[src/rtl/core/lfps_pkg.sv]
// Shared types, widths and codes for the line-follower PID steering block.
package lfps_pkg;

	localparam int MAX_SENSORS_DEF = 8;
	localparam int GAIN_FRAC_DEF   = 8;

	localparam int READ_W     = 8;
	localparam int CNT_W      = 4;
	localparam int WEIGHT_W   = 5;
	localparam int ERR_W      = 13;
	localparam int DERIV_W    = ERR_W + 1;
	localparam int INTEG_W    = 32;
	localparam int GAIN_W     = 16;
	localparam int BASE_W     = 15;
	localparam int SPEED_W    = 16;
	localparam int PROD_W     = GAIN_W + INTEG_W;
	localparam int ACC_W      = PROD_W + 2;
	localparam int CFG_IDX_W  = 3;
	localparam int CFG_DATA_W = 16;

	localparam logic [CNT_W-1:0]  COUNT_RESET     = CNT_W'(8);
	localparam logic [READ_W-1:0] THRESHOLD_RESET = READ_W'(128);

	typedef enum logic [CFG_IDX_W-1:0] {
		REG_SENSOR_COUNT = 3'd0,
		REG_GAIN_P       = 3'd1,
		REG_GAIN_I       = 3'd2,
		REG_GAIN_D       = 3'd3,
		REG_BASE_SPEED   = 3'd4,
		REG_THRESHOLD    = 3'd5
	} cfg_reg_t;

	typedef enum logic [2:0] {
		PID_IDLE,
		PID_INTEG,
		PID_MUL_P,
		PID_MUL_I,
		PID_MUL_D,
		PID_SUM,
		PID_SCALE,
		PID_DONE
	} pid_state_t;

	typedef struct packed {
		logic [READ_W-1:0] reading_0;
		logic [READ_W-1:0] reading_1;
		logic [READ_W-1:0] reading_2;
		logic [READ_W-1:0] reading_3;
		logic [READ_W-1:0] reading_4;
		logic [READ_W-1:0] reading_5;
		logic [READ_W-1:0] reading_6;
		logic [READ_W-1:0] reading_7;
	} in_item_t;

	typedef struct packed {
		logic signed [SPEED_W-1:0] right_speed;
		logic signed [SPEED_W-1:0] left_speed;
		logic signed [SPEED_W-1:0] correction;
		logic                      junction;
	} out_item_t;

	typedef struct packed {
		logic signed [GAIN_W-1:0] gain_p;
		logic signed [GAIN_W-1:0] gain_i;
		logic signed [GAIN_W-1:0] gain_d;
		logic [BASE_W-1:0]        base_speed;
	} pid_cfg_t;

	typedef struct packed {
		logic start;
		logic out_free;
	} pid_ctrl_t;

	typedef struct packed {
		logic busy;
		logic res_valid;
	} pid_stat_t;

endpackage

[src/rtl/core/lfps_lane.sv]
// One sensor lane: weighted reading and line-seen check.
module lfps_lane import lfps_pkg::*; #(
	parameter int LANE_IDX = 0
) (
	input  logic                     clk,
	input  logic                     load,
	input  logic [READ_W-1:0]        reading,
	input  logic [CNT_W-1:0]         count,
	input  logic [CNT_W-2:0]         half,
	input  logic [READ_W-1:0]        threshold,
	output logic signed [ERR_W-1:0]  prod_s1,
	output logic                     on_s1
);

	logic                        used;
	logic signed [WEIGHT_W-1:0]  weight;
	logic signed [ERR_W:0]       prod;

	assign used   = CNT_W'(LANE_IDX) < count;
	assign weight = $signed({1'b0, (WEIGHT_W-1)'(LANE_IDX)}) - $signed({2'b0, half});
	assign prod   = $signed({1'b0, reading}) * weight;

	always_ff @(posedge clk) begin
		if (load) begin
			prod_s1 <= used ? prod[ERR_W-1:0] : '0;
			on_s1   <= !used || (reading >= threshold);
		end
	end

endmodule

[src/rtl/core/lfps_merge.sv]
// Merge stage: sum lane products into the line error, and-combine line-seen flags.
module lfps_merge import lfps_pkg::*; #(
	parameter int NUM_LANES = MAX_SENSORS_DEF
) (
	input  logic                     clk,
	input  logic                     load,
	input  logic signed [ERR_W-1:0]  prod [NUM_LANES],
	input  logic [NUM_LANES-1:0]     on,
	output logic signed [ERR_W-1:0]  err_s2,
	output logic                     junction_s2
);

	logic signed [ERR_W-1:0] sum;

	// true error stays within +/-2550, so a 13-bit sum never wraps
	always_comb begin
		sum = '0;
		for (int i = 0; i < NUM_LANES; i++) begin
			sum = sum + prod[i];
		end
	end

	always_ff @(posedge clk) begin
		if (load) begin
			err_s2      <= sum;
			junction_s2 <= &on;
		end
	end

endmodule

[src/rtl/core/lfps_pid.sv]
// PID sequencer: integral/derivative update and one shared multiplier for three gains.
module lfps_pid import lfps_pkg::*; #(
	parameter int GAIN_FRAC_BITS = GAIN_FRAC_DEF
) (
	input  logic                     clk,
	input  logic                     arst_n,
	input  pid_cfg_t                 cfg,
	input  pid_ctrl_t                ctrl,
	input  logic signed [ERR_W-1:0]  err,
	input  logic                     junction,
	output pid_stat_t                stat,
	output out_item_t                res
);

	pid_state_t state_q, state_next;

	logic signed [INTEG_W-1:0] integ_q;
	logic signed [ERR_W-1:0]   prev_q;
	logic signed [ERR_W-1:0]   err_q;
	logic signed [DERIV_W-1:0] deriv_q;
	logic                      junc_q;
	logic signed [PROD_W-1:0]  prod_q;
	logic signed [ACC_W-1:0]   acc_q;
	logic signed [SPEED_W-1:0] corr_q;

	logic signed [GAIN_W-1:0]  mul_a;
	logic signed [INTEG_W-1:0] mul_b;
	logic signed [PROD_W-1:0]  mul_y;
	logic                      acc_init, acc_add;

	logic signed [INTEG_W:0]   integ_sum;
	logic signed [INTEG_W-1:0] integ_sat;
	logic signed [ACC_W-1:0]   scaled;
	logic signed [SPEED_W-1:0] corr_sat;
	logic signed [SPEED_W:0]   right_sum, left_sum;
	logic signed [SPEED_W-1:0] right_sat, left_sat;

	// next state
	always_comb begin
		state_next = state_q;
		case (state_q)
			PID_IDLE:  if (ctrl.start) state_next = PID_INTEG;
			PID_INTEG: state_next = PID_MUL_P;
			PID_MUL_P: state_next = PID_MUL_I;
			PID_MUL_I: state_next = PID_MUL_D;
			PID_MUL_D: state_next = PID_SUM;
			PID_SUM:   state_next = PID_SCALE;
			PID_SCALE: state_next = PID_DONE;
			PID_DONE:  if (ctrl.out_free) state_next = PID_IDLE;
			default:   state_next = PID_IDLE;
		endcase
	end

	// outputs of the sequencer
	always_comb begin
		mul_a          = '0;
		mul_b          = '0;
		acc_init       = 1'b0;
		acc_add        = 1'b0;
		stat.busy      = (state_q != PID_IDLE);
		stat.res_valid = (state_q == PID_DONE);
		case (state_q)
			PID_MUL_P: begin
				mul_a = cfg.gain_p;
				mul_b = INTEG_W'(err_q);
			end
			PID_MUL_I: begin
				mul_a    = cfg.gain_i;
				mul_b    = integ_q;
				acc_init = 1'b1;
			end
			PID_MUL_D: begin
				mul_a   = cfg.gain_d;
				mul_b   = INTEG_W'(deriv_q);
				acc_add = 1'b1;
			end
			PID_SUM: acc_add = 1'b1;
			default: ;
		endcase
	end

	assign mul_y = mul_a * mul_b;

	// saturating integral
	assign integ_sum = INTEG_W'(0) + {integ_q[INTEG_W-1], integ_q} + (INTEG_W+1)'(err_q);
	always_comb begin
		if (integ_sum[INTEG_W] != integ_sum[INTEG_W-1])
			integ_sat = integ_sum[INTEG_W] ? {1'b1, {(INTEG_W-1){1'b0}}}
			                               : {1'b0, {(INTEG_W-1){1'b1}}};
		else
			integ_sat = integ_sum[INTEG_W-1:0];
	end

	// floor shift, then clamp to 16 bits
	assign scaled = acc_q >>> GAIN_FRAC_BITS;
	always_comb begin
		if ((&scaled[ACC_W-1:SPEED_W-1]) || !(|scaled[ACC_W-1:SPEED_W-1]))
			corr_sat = scaled[SPEED_W-1:0];
		else
			corr_sat = scaled[ACC_W-1] ? {1'b1, {(SPEED_W-1){1'b0}}}
			                           : {1'b0, {(SPEED_W-1){1'b1}}};
	end

	assign right_sum = $signed({2'b0, cfg.base_speed}) + (SPEED_W+1)'(corr_q);
	assign left_sum  = $signed({2'b0, cfg.base_speed}) - (SPEED_W+1)'(corr_q);

	always_comb begin
		right_sat = right_sum[SPEED_W-1:0];
		left_sat  = left_sum[SPEED_W-1:0];
		if (right_sum[SPEED_W] != right_sum[SPEED_W-1])
			right_sat = right_sum[SPEED_W] ? {1'b1, {(SPEED_W-1){1'b0}}}
			                               : {1'b0, {(SPEED_W-1){1'b1}}};
		if (left_sum[SPEED_W] != left_sum[SPEED_W-1])
			left_sat = left_sum[SPEED_W] ? {1'b1, {(SPEED_W-1){1'b0}}}
			                             : {1'b0, {(SPEED_W-1){1'b1}}};
	end

	assign res.right_speed = right_sat;
	assign res.left_speed  = left_sat;
	assign res.correction  = corr_q;
	assign res.junction    = junc_q;

	always_ff @(posedge clk or negedge arst_n) begin
		if (!arst_n) begin
			state_q <= PID_IDLE;
			integ_q <= '0;
			prev_q  <= '0;
		end else begin
			state_q <= state_next;
			if (state_q == PID_INTEG) begin
				integ_q <= integ_sat;
				prev_q  <= err_q;
			end
		end
	end

	always_ff @(posedge clk) begin
		if (state_q == PID_IDLE && ctrl.start) begin
			err_q  <= err;
			junc_q <= junction;
		end
		if (state_q == PID_INTEG)
			deriv_q <= DERIV_W'(err_q) - DERIV_W'(prev_q);
		prod_q <= mul_y;
		if (acc_init)
			acc_q <= ACC_W'(prod_q);
		else if (acc_add)
			acc_q <= acc_q + ACC_W'(prod_q);
		if (state_q == PID_SCALE)
			corr_q <= corr_sat;
	end

endmodule

[src/rtl/core/line_follow_pid_steer.sv]
// Line-follower PID steering controller: one sensor frame in, one steering result out.
// Each accepted frame runs through the sensor lanes and the merge stage, then through
// the PID sequencer, whose single 16x32 multiplier forms the three gain products one
// after another; the result then passes through the output register to out_item.
// One frame is in flight at a time, and a new frame is taken once the previous result
// has moved into the output register. The error integral and previous error start
// at zero after reset. Configuration writes take effect at once and belong in idle
// time only.
module line_follow_pid_steer import lfps_pkg::*; #(
	parameter int MAX_SENSORS    = MAX_SENSORS_DEF,
	parameter int GAIN_FRAC_BITS = GAIN_FRAC_DEF
) (
	input  logic                  clk,
	input  logic                  arst_n,
	input  logic                  in_valid,
	output logic                  in_stall,
	input  in_item_t              in_item,
	output logic                  out_valid,
	input  logic                  out_stall,
	output out_item_t             out_item,
	input  logic                  cfg_write_en,
	input  logic [CFG_IDX_W-1:0]  cfg_index,
	input  logic [CFG_DATA_W-1:0] cfg_data
);

	logic [CNT_W-1:0]  count_q;
	logic [READ_W-1:0] threshold_q;
	pid_cfg_t          pid_cfg_q;

	logic [CNT_W-1:0]  count_used;
	logic [CNT_W-2:0]  half;
	logic [READ_W-1:0] rd [8];

	logic in_accept;
	logic v_s1, v_s2;

	logic signed [ERR_W-1:0] prod_s1 [MAX_SENSORS];
	logic [MAX_SENSORS-1:0]  on_s1;
	logic signed [ERR_W-1:0] err_s2;
	logic                    junction_s2;

	pid_ctrl_t pid_ctrl;
	pid_stat_t pid_stat;
	out_item_t pid_res;

	logic      out_valid_q;
	out_item_t out_item_q;
	logic      out_free;

	// configuration registers
	always_ff @(posedge clk or negedge arst_n) begin
		if (!arst_n) begin
			count_q     <= COUNT_RESET;
			threshold_q <= THRESHOLD_RESET;
			pid_cfg_q   <= '0;
		end else if (cfg_write_en) begin
			case (cfg_index)
				REG_SENSOR_COUNT: count_q              <= cfg_data[CNT_W-1:0];
				REG_GAIN_P:       pid_cfg_q.gain_p     <= cfg_data[GAIN_W-1:0];
				REG_GAIN_I:       pid_cfg_q.gain_i     <= cfg_data[GAIN_W-1:0];
				REG_GAIN_D:       pid_cfg_q.gain_d     <= cfg_data[GAIN_W-1:0];
				REG_BASE_SPEED:   pid_cfg_q.base_speed <= cfg_data[BASE_W-1:0];
				REG_THRESHOLD:    threshold_q          <= cfg_data[READ_W-1:0];
				default: ;
			endcase
		end
	end

	// clamp sensor count to 1..MAX_SENSORS
	always_comb begin
		if (count_q == '0)
			count_used = CNT_W'(1);
		else if (count_q > CNT_W'(MAX_SENSORS))
			count_used = CNT_W'(MAX_SENSORS);
		else
			count_used = count_q;
	end
	assign half = count_used[CNT_W-1:1];

	assign rd[0] = in_item.reading_0;
	assign rd[1] = in_item.reading_1;
	assign rd[2] = in_item.reading_2;
	assign rd[3] = in_item.reading_3;
	assign rd[4] = in_item.reading_4;
	assign rd[5] = in_item.reading_5;
	assign rd[6] = in_item.reading_6;
	assign rd[7] = in_item.reading_7;

	// one frame in flight: lanes, merge and sequencer all empty
	assign in_stall  = v_s1 || v_s2 || pid_stat.busy;
	assign in_accept = in_valid && !in_stall;

	for (genvar g = 0; g < MAX_SENSORS; g++) begin : g_lane
		lfps_lane #(.LANE_IDX(g)) u_lane (
			.clk       (clk),
			.load      (in_accept),
			.reading   (rd[g]),
			.count     (count_used),
			.half      (half),
			.threshold (threshold_q),
			.prod_s1   (prod_s1[g]),
			.on_s1     (on_s1[g])
		);
	end

	lfps_merge #(.NUM_LANES(MAX_SENSORS)) u_merge (
		.clk         (clk),
		.load        (v_s1),
		.prod        (prod_s1),
		.on          (on_s1),
		.err_s2      (err_s2),
		.junction_s2 (junction_s2)
	);

	always_ff @(posedge clk or negedge arst_n) begin
		if (!arst_n) begin
			v_s1 <= 1'b0;
			v_s2 <= 1'b0;
		end else begin
			v_s1 <= in_accept;
			v_s2 <= v_s1;
		end
	end

	assign out_free          = !out_valid_q || !out_stall;
	assign pid_ctrl.start    = v_s2;
	assign pid_ctrl.out_free = out_free;

	lfps_pid #(.GAIN_FRAC_BITS(GAIN_FRAC_BITS)) u_pid (
		.clk      (clk),
		.arst_n   (arst_n),
		.cfg      (pid_cfg_q),
		.ctrl     (pid_ctrl),
		.err      (err_s2),
		.junction (junction_s2),
		.stat     (pid_stat),
		.res      (pid_res)
	);

	// output register
	always_ff @(posedge clk or negedge arst_n) begin
		if (!arst_n) begin
			out_valid_q <= 1'b0;
		end else if (pid_stat.res_valid && out_free) begin
			out_valid_q <= 1'b1;
		end else if (!out_stall) begin
			out_valid_q <= 1'b0;
		end
	end

	always_ff @(posedge clk) begin
		if (pid_stat.res_valid && out_free)
			out_item_q <= pid_res;
	end

	assign out_valid = out_valid_q;
	assign out_item  = out_item_q;

	// at most one frame anywhere in the lanes, merge and sequencer
	a_one_in_flight: assert property (@(posedge clk) disable iff (!arst_n)
		$onehot0({v_s1, v_s2, pid_stat.busy}))
		else $error("more than one frame in flight");

	// a finished result moves into the output register on the next edge
	a_result_loads: assert property (@(posedge clk) disable iff (!arst_n)
		pid_stat.res_valid && out_free |=> out_valid && !pid_stat.res_valid)
		else $error("finished result not loaded");

	// the output register only fills from the sequencer
	a_out_source: assert property (@(posedge clk) disable iff (!arst_n)
		$rose(out_valid) |-> $past(pid_stat.res_valid))
		else $error("result appeared without sequencer completion");

endmodule
[config.mk]
export PLATFORM = sky130hd
export DESIGN_NAME = line_follow_pid_steer
export DESIGN_NICKNAME = d
export VERILOG_FILES = /design/src/rtl/core/lfps_pkg.sv /design/src/rtl/core/lfps_lane.sv /design/src/rtl/core/lfps_merge.sv /design/src/rtl/core/lfps_pid.sv /design/src/rtl/core/line_follow_pid_steer.sv
export SDC_FILE = /design/constraint.sdc
export NUM_CORES = 2
export LEC_CHECK = 0
export BUFFER_PORTS_ARGS = -buffer_cell sky130_fd_sc_hd__clkbuf_2
export CELL_PAD_IN_SITES_DETAIL_PLACEMENT = 1
export CELL_PAD_IN_SITES_GLOBAL_PLACEMENT = 1
export CORE_UTILIZATION = 40
export DETAILED_ROUTE_END_ITERATION = 12
export PLACE_DENSITY = 0.73
export SLEW_MARGIN = 20
export SYNTH_ARGS = -nofsm -noshare
export SYNTH_HDL_FRONTEND = slang
export SYNTH_SLANG_ARGS = --single-unit
[constraint.sdc]
create_clock -name clk -period 26 [get_ports clk]
set_input_delay 5.2 -clock clk [delete_from_list [all_inputs] [get_ports clk]]
set_output_delay 5.2 -clock clk [all_outputs]
set_load 0.005 [all_outputs]
### Word level (Yosys, flattened, before mapping)

Index checks and enable logic that the tools add are counted.

| cells by class | value |
|---|---|
| add/subtract/negate cells | 20 |
| multipliers | 9 |
| order comparisons | 17 |
| eq/ne operators | 18 |
| multiplexer cells | 21 |
| reductions and logical operators | 43 |

Operators with widths:

| kind | count |
|---|---|
| $mul A9 B4 Y13 | 8 |
| $mux W50 | 2 |
| $mux W16 | 6 |
| $pmux W32 S3 | 1 |
| $add A13 B13 Y13 | 7 |
| $ge A8 B8 Y1 | 8 |
| $mux W32 | 2 |
| $add A50 B48 Y50 | 1 |
| $mul A16 B32 Y48 | 1 |
| $pmux W16 S3 | 1 |
| $add A32 B13 Y33 | 1 |
| $reduce_and A27 Y1 | 1 |
| $reduce_or A27 Y1 | 1 |
| $pmux W3 S8 | 1 |
| $eq A3 B3 Y1 const B | 6 |
| $add A16 B16 Y17 | 1 |
| $sub A16 B16 Y17 | 1 |
| $lt A3 B4 Y1 const A | 4 |
| $sub A3 B3 Y4 const A | 4 |
| $reduce_and A2 Y1 | 7 |
| $sub A13 B13 Y14 | 1 |
| $eq A3 B2 Y1 const B | 4 |
| $logic_not A1 Y1 | 12 |
| $logic_or A1 B1 Y1 | 12 |
| other kinds (19) | 35 |

| word-level totals | value |
|---|---|
| register bits after elaboration | 443 |
| input bits | 88 |
| output and inout bits | 51 |
| word-level logic and storage cells | 168 |

### Logic depth before layout (Yosys ltp)

| depth | value |
|---|---|
| depth after elaboration | 7 |
| depth in mapped cells | 33 |
| mapped depth without buffers | 30 |

### By module

A second synthesis with hierarchy kept.

| unflattened totals | value |
|---|---|
| cells, all modules | 5591 |
| area total of the unflattened synthesis | 52604.2 sq um |

Modules (own cells, without submodules):

| module | instances | cells each | area each (sq um) | seq. area each (sq um) |
|---|---|---|---|---|
| lfps_pid | 1 | 3664 | 31377.6 | 4984.8 |
| line_follow_pid_steer | 1 | 226 | 4460.5 | 3425.8 |
| lfps_merge | 1 | 305 | 2915.3 | 420.4 |
| lfps_lane at g_lane[0].u_lane | 1 | 180 | 1796.7 | 420.4 |
| lfps_lane at g_lane[5].u_lane | 1 | 179 | 1781.7 | 420.4 |
| lfps_lane at g_lane[6].u_lane | 1 | 183 | 1778.0 | 420.4 |
| lfps_lane at g_lane[2].u_lane | 1 | 175 | 1760.4 | 420.4 |
| lfps_lane at g_lane[1].u_lane | 1 | 177 | 1752.9 | 420.4 |
| lfps_lane at g_lane[4].u_lane | 1 | 173 | 1746.7 | 420.4 |
| lfps_lane at g_lane[3].u_lane | 1 | 169 | 1739.2 | 420.4 |
| lfps_lane at g_lane[7].u_lane | 1 | 160 | 1495.2 | 390.4 |

### Worst setup path before layout

No wires, ideal clock.

| path | value |
|---|---|
| kind | in2reg |
| start | input port in_valid |
| end | register v_s1 |
| library setup time | 615 ps |
| arrival | 9840 ps |
| required time | 25385 ps |
| setup slack | 15545 ps |
| stages on the path | 2 |
| buffers on the path | 0 |
| cell sequence | inv_1 > nor2_1 |

| between the ends | value |
|---|---|
| word-level cells in the longest chain between the ends | 1 |

RTL lines:

| what | line | source |
|---|---|---|
| start, declared | line_follow_pid_steer.sv:15 | `input logic in_valid,` |
| $logic_and A1 B1 Y1 | line_follow_pid_steer.sv:91 | `assign in_accept = in_valid && !in_stall;` |
| named net g_lane[0].u_lane.load | lfps_lane.sv:6 | `input logic load,` |
| end signal, assigned | line_follow_pid_steer.sv:120 | `v_s1 <= in_accept;` |
| end, declared | line_follow_pid_steer.sv:35 | `logic v_s1, v_s2;` |

The timed path passes the listed nets, and every way through them passes these cells.
A chain may end at the register's enable or synchronous reset.

### Worst setup path in the final report

| path | value |
|---|---|
| start | register u_pid.state_q[1] |
| end | register u_pid.prod_q[46] |

| between the ends | value |
|---|---|
| word-level cells in the longest chain between the ends | 3 |
| elaborated cells between the ends (all ways) | 6 |
| classes of those cells | 1 x mul; 3 x eq/ne; 2 x mux |

RTL lines:

| what | line | source |
|---|---|---|
| start, declared | lfps_pid.sv:15 | `pid_state_t state_q, state_next;` |
| start signal, assigned | lfps_pid.sv:129 | `state_q <= state_next;` |
| $eq A3 B3 Y1 or $eq A3 B2 Y1 (tied branches) | lfps_pid.sv:62 | `case (state_q)` |
| $pmux W16 S3 or $pmux W32 S3 (tied branches) | lfps_pid.sv:62 |  |
| $mul A16 B32 Y48 * | lfps_pid.sv:82 | `assign mul_y = mul_a * mul_b;` |
| named net u_pid.mul_y[46] | lfps_pid.sv:28 | `logic signed [PROD_W-1:0] mul_y;` |
| end signal, assigned | lfps_pid.sv:144 | `prod_q <= mul_y;` |
| end, declared | lfps_pid.sv:22 | `logic signed [PROD_W-1:0] prod_q;` |

Mark *: on every way through the listed nets, which the timed path passes. The rest lies on a longest branch.

==> impl_metrics.py <==
metrics = {
    "placed_design": {
        "dpl_cell_area_um2": 53300,
        "dpl.hpwl_um": 121000,
        "globalplace.congestion": 0.903,
        "port_buffers": 138,
    },
    "clocking": {
        "cts_tree": "built",
        "clk_pin_slew_ps": 60,
        "worstSkewPairLatency_ps": 670,
        "clock-sinks": 442,
        "postCtsHoldBufs": 0,
        "post_cts_resized": 0,
        "htree_levels": 2,
        "cts_setup_buffers": 0,
        "cts-root-buf": "clkbuf_16",
        "clockBufferDepth": 3,
        "cts_buffers": 53,
    },
    "grt": {
        "grt_use_met3_pct": 2.28,
        "grt_pass1_vias": 41900,
        "track_usage_pct": 23.6,
        "grt_max_degree": 82,
        "grt_use_met2_pct": 41.1,
        "grt_use_met1_pct": 31.3,
        "busiest_layer": "met2",
        "antenna_found_initial": 5,
        "grt-ovfl-total": 0,
        "grt_pass1_wl_um": 235000,
    },
    "yosys": {
        "synth_ff_type": "edfxtp_1",
        "syn_area_um2": 50700,
        "ys_warn_count": 0,
        "async_reset_ff_share_pct": 28.5,
        "ys_seq_area_share_pct": 24.0,
        "synth.avg_cell_area_um2": 9.42,
        "syn-instance-count": 5380,
        "ys_seq_elements": 442,
        "synth_edf_count": 268,
        "ys_types": 79,
    },
    "floorplan": {
        "rows": 130,
        "die_w_um": 358,
        "die_y_um": 358,
        "coreArea_um2": 126000,
        "initial_core_util_pct": 40.3,
        "dieArea_um2": 128000,
        "io_pins": 139,
    },
    "flow_run": {
        "maxCapViolCount": 0,
    },
    "drt": {
        "drt_iter0_drc": 2473,
        "routedWlPerCell_um": 20.8,
        "post-route-drc-count": 0,
        "routed_wirelength_um": 149000,
        "ant_nets": 0,
        "via_per_inst": 5.32,
        "drt-pass1-iter-count": 5,
        "vias": 38100,
    },
    "layout": {
        "antennaDiodeCount": 0,
        "design_area_um2": 55000,
        "final_util_pct": 43.8,
        "final_layout_size_suffix_gt1_share_pct": 7.12,
        "nets": 6723,
        "synthToLayoutAreaGrowth_pct": 8.56,
        "fillers": 14400,
    },
    "sta": {
        "whs_ps": 421,
        "fin_worst_skew_ps": 74.8,
        "slew-limit-headroom_pct": 24.1,
        "finalSetupViolCount": 0,
        "min_period_ps": 10070,
        "finalCritPeriodShare_pct": 38.7,
        "rsz0062_at_grt": "no",
        "finalHoldViolations": 0,
        "fin_tns_setup_ps": 0,
        "slew_viol_final": 0,
        "fmax_ghz": 0.0993,
        "worst_pin_slew_ps": 1140,
    },
    "run_status": {
        "status": "finished clean",
    },
    "worst_setup_path": {
        "critPathCaptureType": "flip-flop",
        "cp.required_ps": 26530,
        "crit_type": "reg2reg",
        "cp_max_fo": 67,
        "startpoint_type": "flip-flop",
        "crit_arrival_ps": 10590,
    },
    "worst_hold_path": {
        "min_path_type": "reg2reg",
    },
}
-- worst paths after layout --
check / endpoint / cells past startpoint / slack (ps) / from
worst max-delay path: u_pid.prod_q[46] / 27 / 15930 / u_pid.state_q[1]
worst min-delay path: u_pid.err_q[4] / 0 / 420 / u_merge.err_s2[4]
worst max register to register: u_pid.prod_q[46] / 27 / 15930 / u_pid.state_q[1]
worst min register to register: u_pid.err_q[4] / 0 / 420 / u_merge.err_s2[4]
max in group asynchronous: pid_cfg_q[9] / 2 / 20340 / arst_n
min in group asynchronous: v_s1 / 1 / 4510 / arst_n
-- cells in the final DEF, fill, tap and decap left out, types with 8 or more instances in the layout --
master       n
nand2_1    600
clkbuf_2   137
conb_1      30
o21bai_1    52
xor2_1      82
fa_1       657
and2_1      60
mux2_2      74
dfrtp_1    124
o21ai_0    207
o211ai_1     9
edfxtp_1   268
nor4_1      11
dfxtp_1     48
a31oi_1     12
nor2b_1    105
and3_1      42
nor3_1      41
xnor2_1    146
inv_1      920
buf_4       48
clkbuf_16   53
a21o_1     130
o31ai_1     15
ha_1       516
o21a_1      21
nand3_1     48
a21oi_1    256
clkbuf_8     8
or3_1       17
nand2b_1    69
a21boi_0    13
or2_2        9
nand4_1     27
clkinv_2    13
nor2_1     480
maj3_1      19
-- state kept, by name, indices dropped and copies added (netlist names), 4 cells and up --
name                   cells
u_pid.prev_q              13
g_lane.u_lane.prod_s1    103
u_pid.integ_q             32
g_lane.u_lane.on_s1        8
u_pid.deriv_q             14
u_merge.err_s2            13
threshold_q                8
pid_cfg_q                 63
out_item                  49
u_pid.err_q               13
u_pid.acc_q               50
u_pid.prod_q              48
count_q                    4
u_pid.corr_q              16
-- synthesized netlist by cell type (44+ instances only) --
library cell,number,area share [%]
a21o_1,130,1.9
a21oi_1,259,2.6
and2_1,59,0.73
and3_1,44,0.54
clkbuf_1,168,1.2
dfrtp_1,124,6.1
dfxtp_1,48,1.9
edfxtp_1,268,16
fa_1,657,26
ha_1,516,13
inv_1,920,6.8
mux2_2,74,1.6
nand2_1,601,4.4
nand2b_1,71,0.88
nand3_1,48,0.47
nor2_1,481,3.6
nor2b_1,107,1.3
o21ai_0,207,2.0
o21bai_1,52,0.77
xnor2_1,146,2.5
xor2_1,82,1.4
-- per-stage QoR --
step / worst slack, ps / instances
after global routing: 15440 / 7157
after CTS: 15870 / 7157
after global placement: 16130 / 7057
after floorplan: 15540 / 5408
after detailed placement: 15950 / 7057
final: 15930 / 7157
-- layer usage --
layer | wire length, um | part of all wire (%)
met4 | 4130 | 2.8
met3 | 7010 | 4.7
met2 | 72100 | 48
met5 | 0 | 0
met1 | 65400 | 44
-- cell families (layout without fill, tap and decap cells) --
group / Yosys count / after routing / share of synthesized area [%]
AO/OA/AOI/OAI: 787 / 787 / 9.53
XOR/XNOR: 228 / 228 / 3.94
AND/OR/NAND/NOR: 1542 / 1542 / 13.5
other: 2 / 30 / 0.0148
flip-flops: 442 / 442 / 24.0
multiplexers: 75 / 75 / 1.66
adder cells (fa/ha/maj): 1193 / 1193 / 39.1
buffers and inverters: 1111 / 1210 / 8.24
-- worst max-delay path: stages, from the launching register on --
cell,delay [ps]
dfrtp_1,390
ha_1,280
nor2b_4,830
buf_4,700
nand2_1,150
nand3_1,730
nand2_1,180
fa_1,540
fa_1,520
fa_1,510
inv_1,60
fa_1,510
fa_1,490
inv_1,50
fa_1,470
inv_1,40
ha_1,340
a21o_1,180
a21o_1,170
a221o_1,320
a2111oi_0,600
a21oi_1,180
o21ai_1,450
o21ai_0,210
a221o_1,400
a21oi_1,220
mux2i_1,210
o211ai_1,100
-- cell type report --
cell class                 instances  area [um^2]  share of cell area (%)
multi-input combinational       3855        34500                    62.7
tap                             1650         2060                    3.75
clock buffer                      67         1460                    2.65
inverter                         923         3460                    6.30
timing repair buffer             187         1070                    1.94
sequential                       442        12200                    22.1
clock inverter                    33          293                   0.532
Power is left out: the tool's default activity adds up to more than one toggle a clock period on the data nets, which glitch-free logic cannot reach.
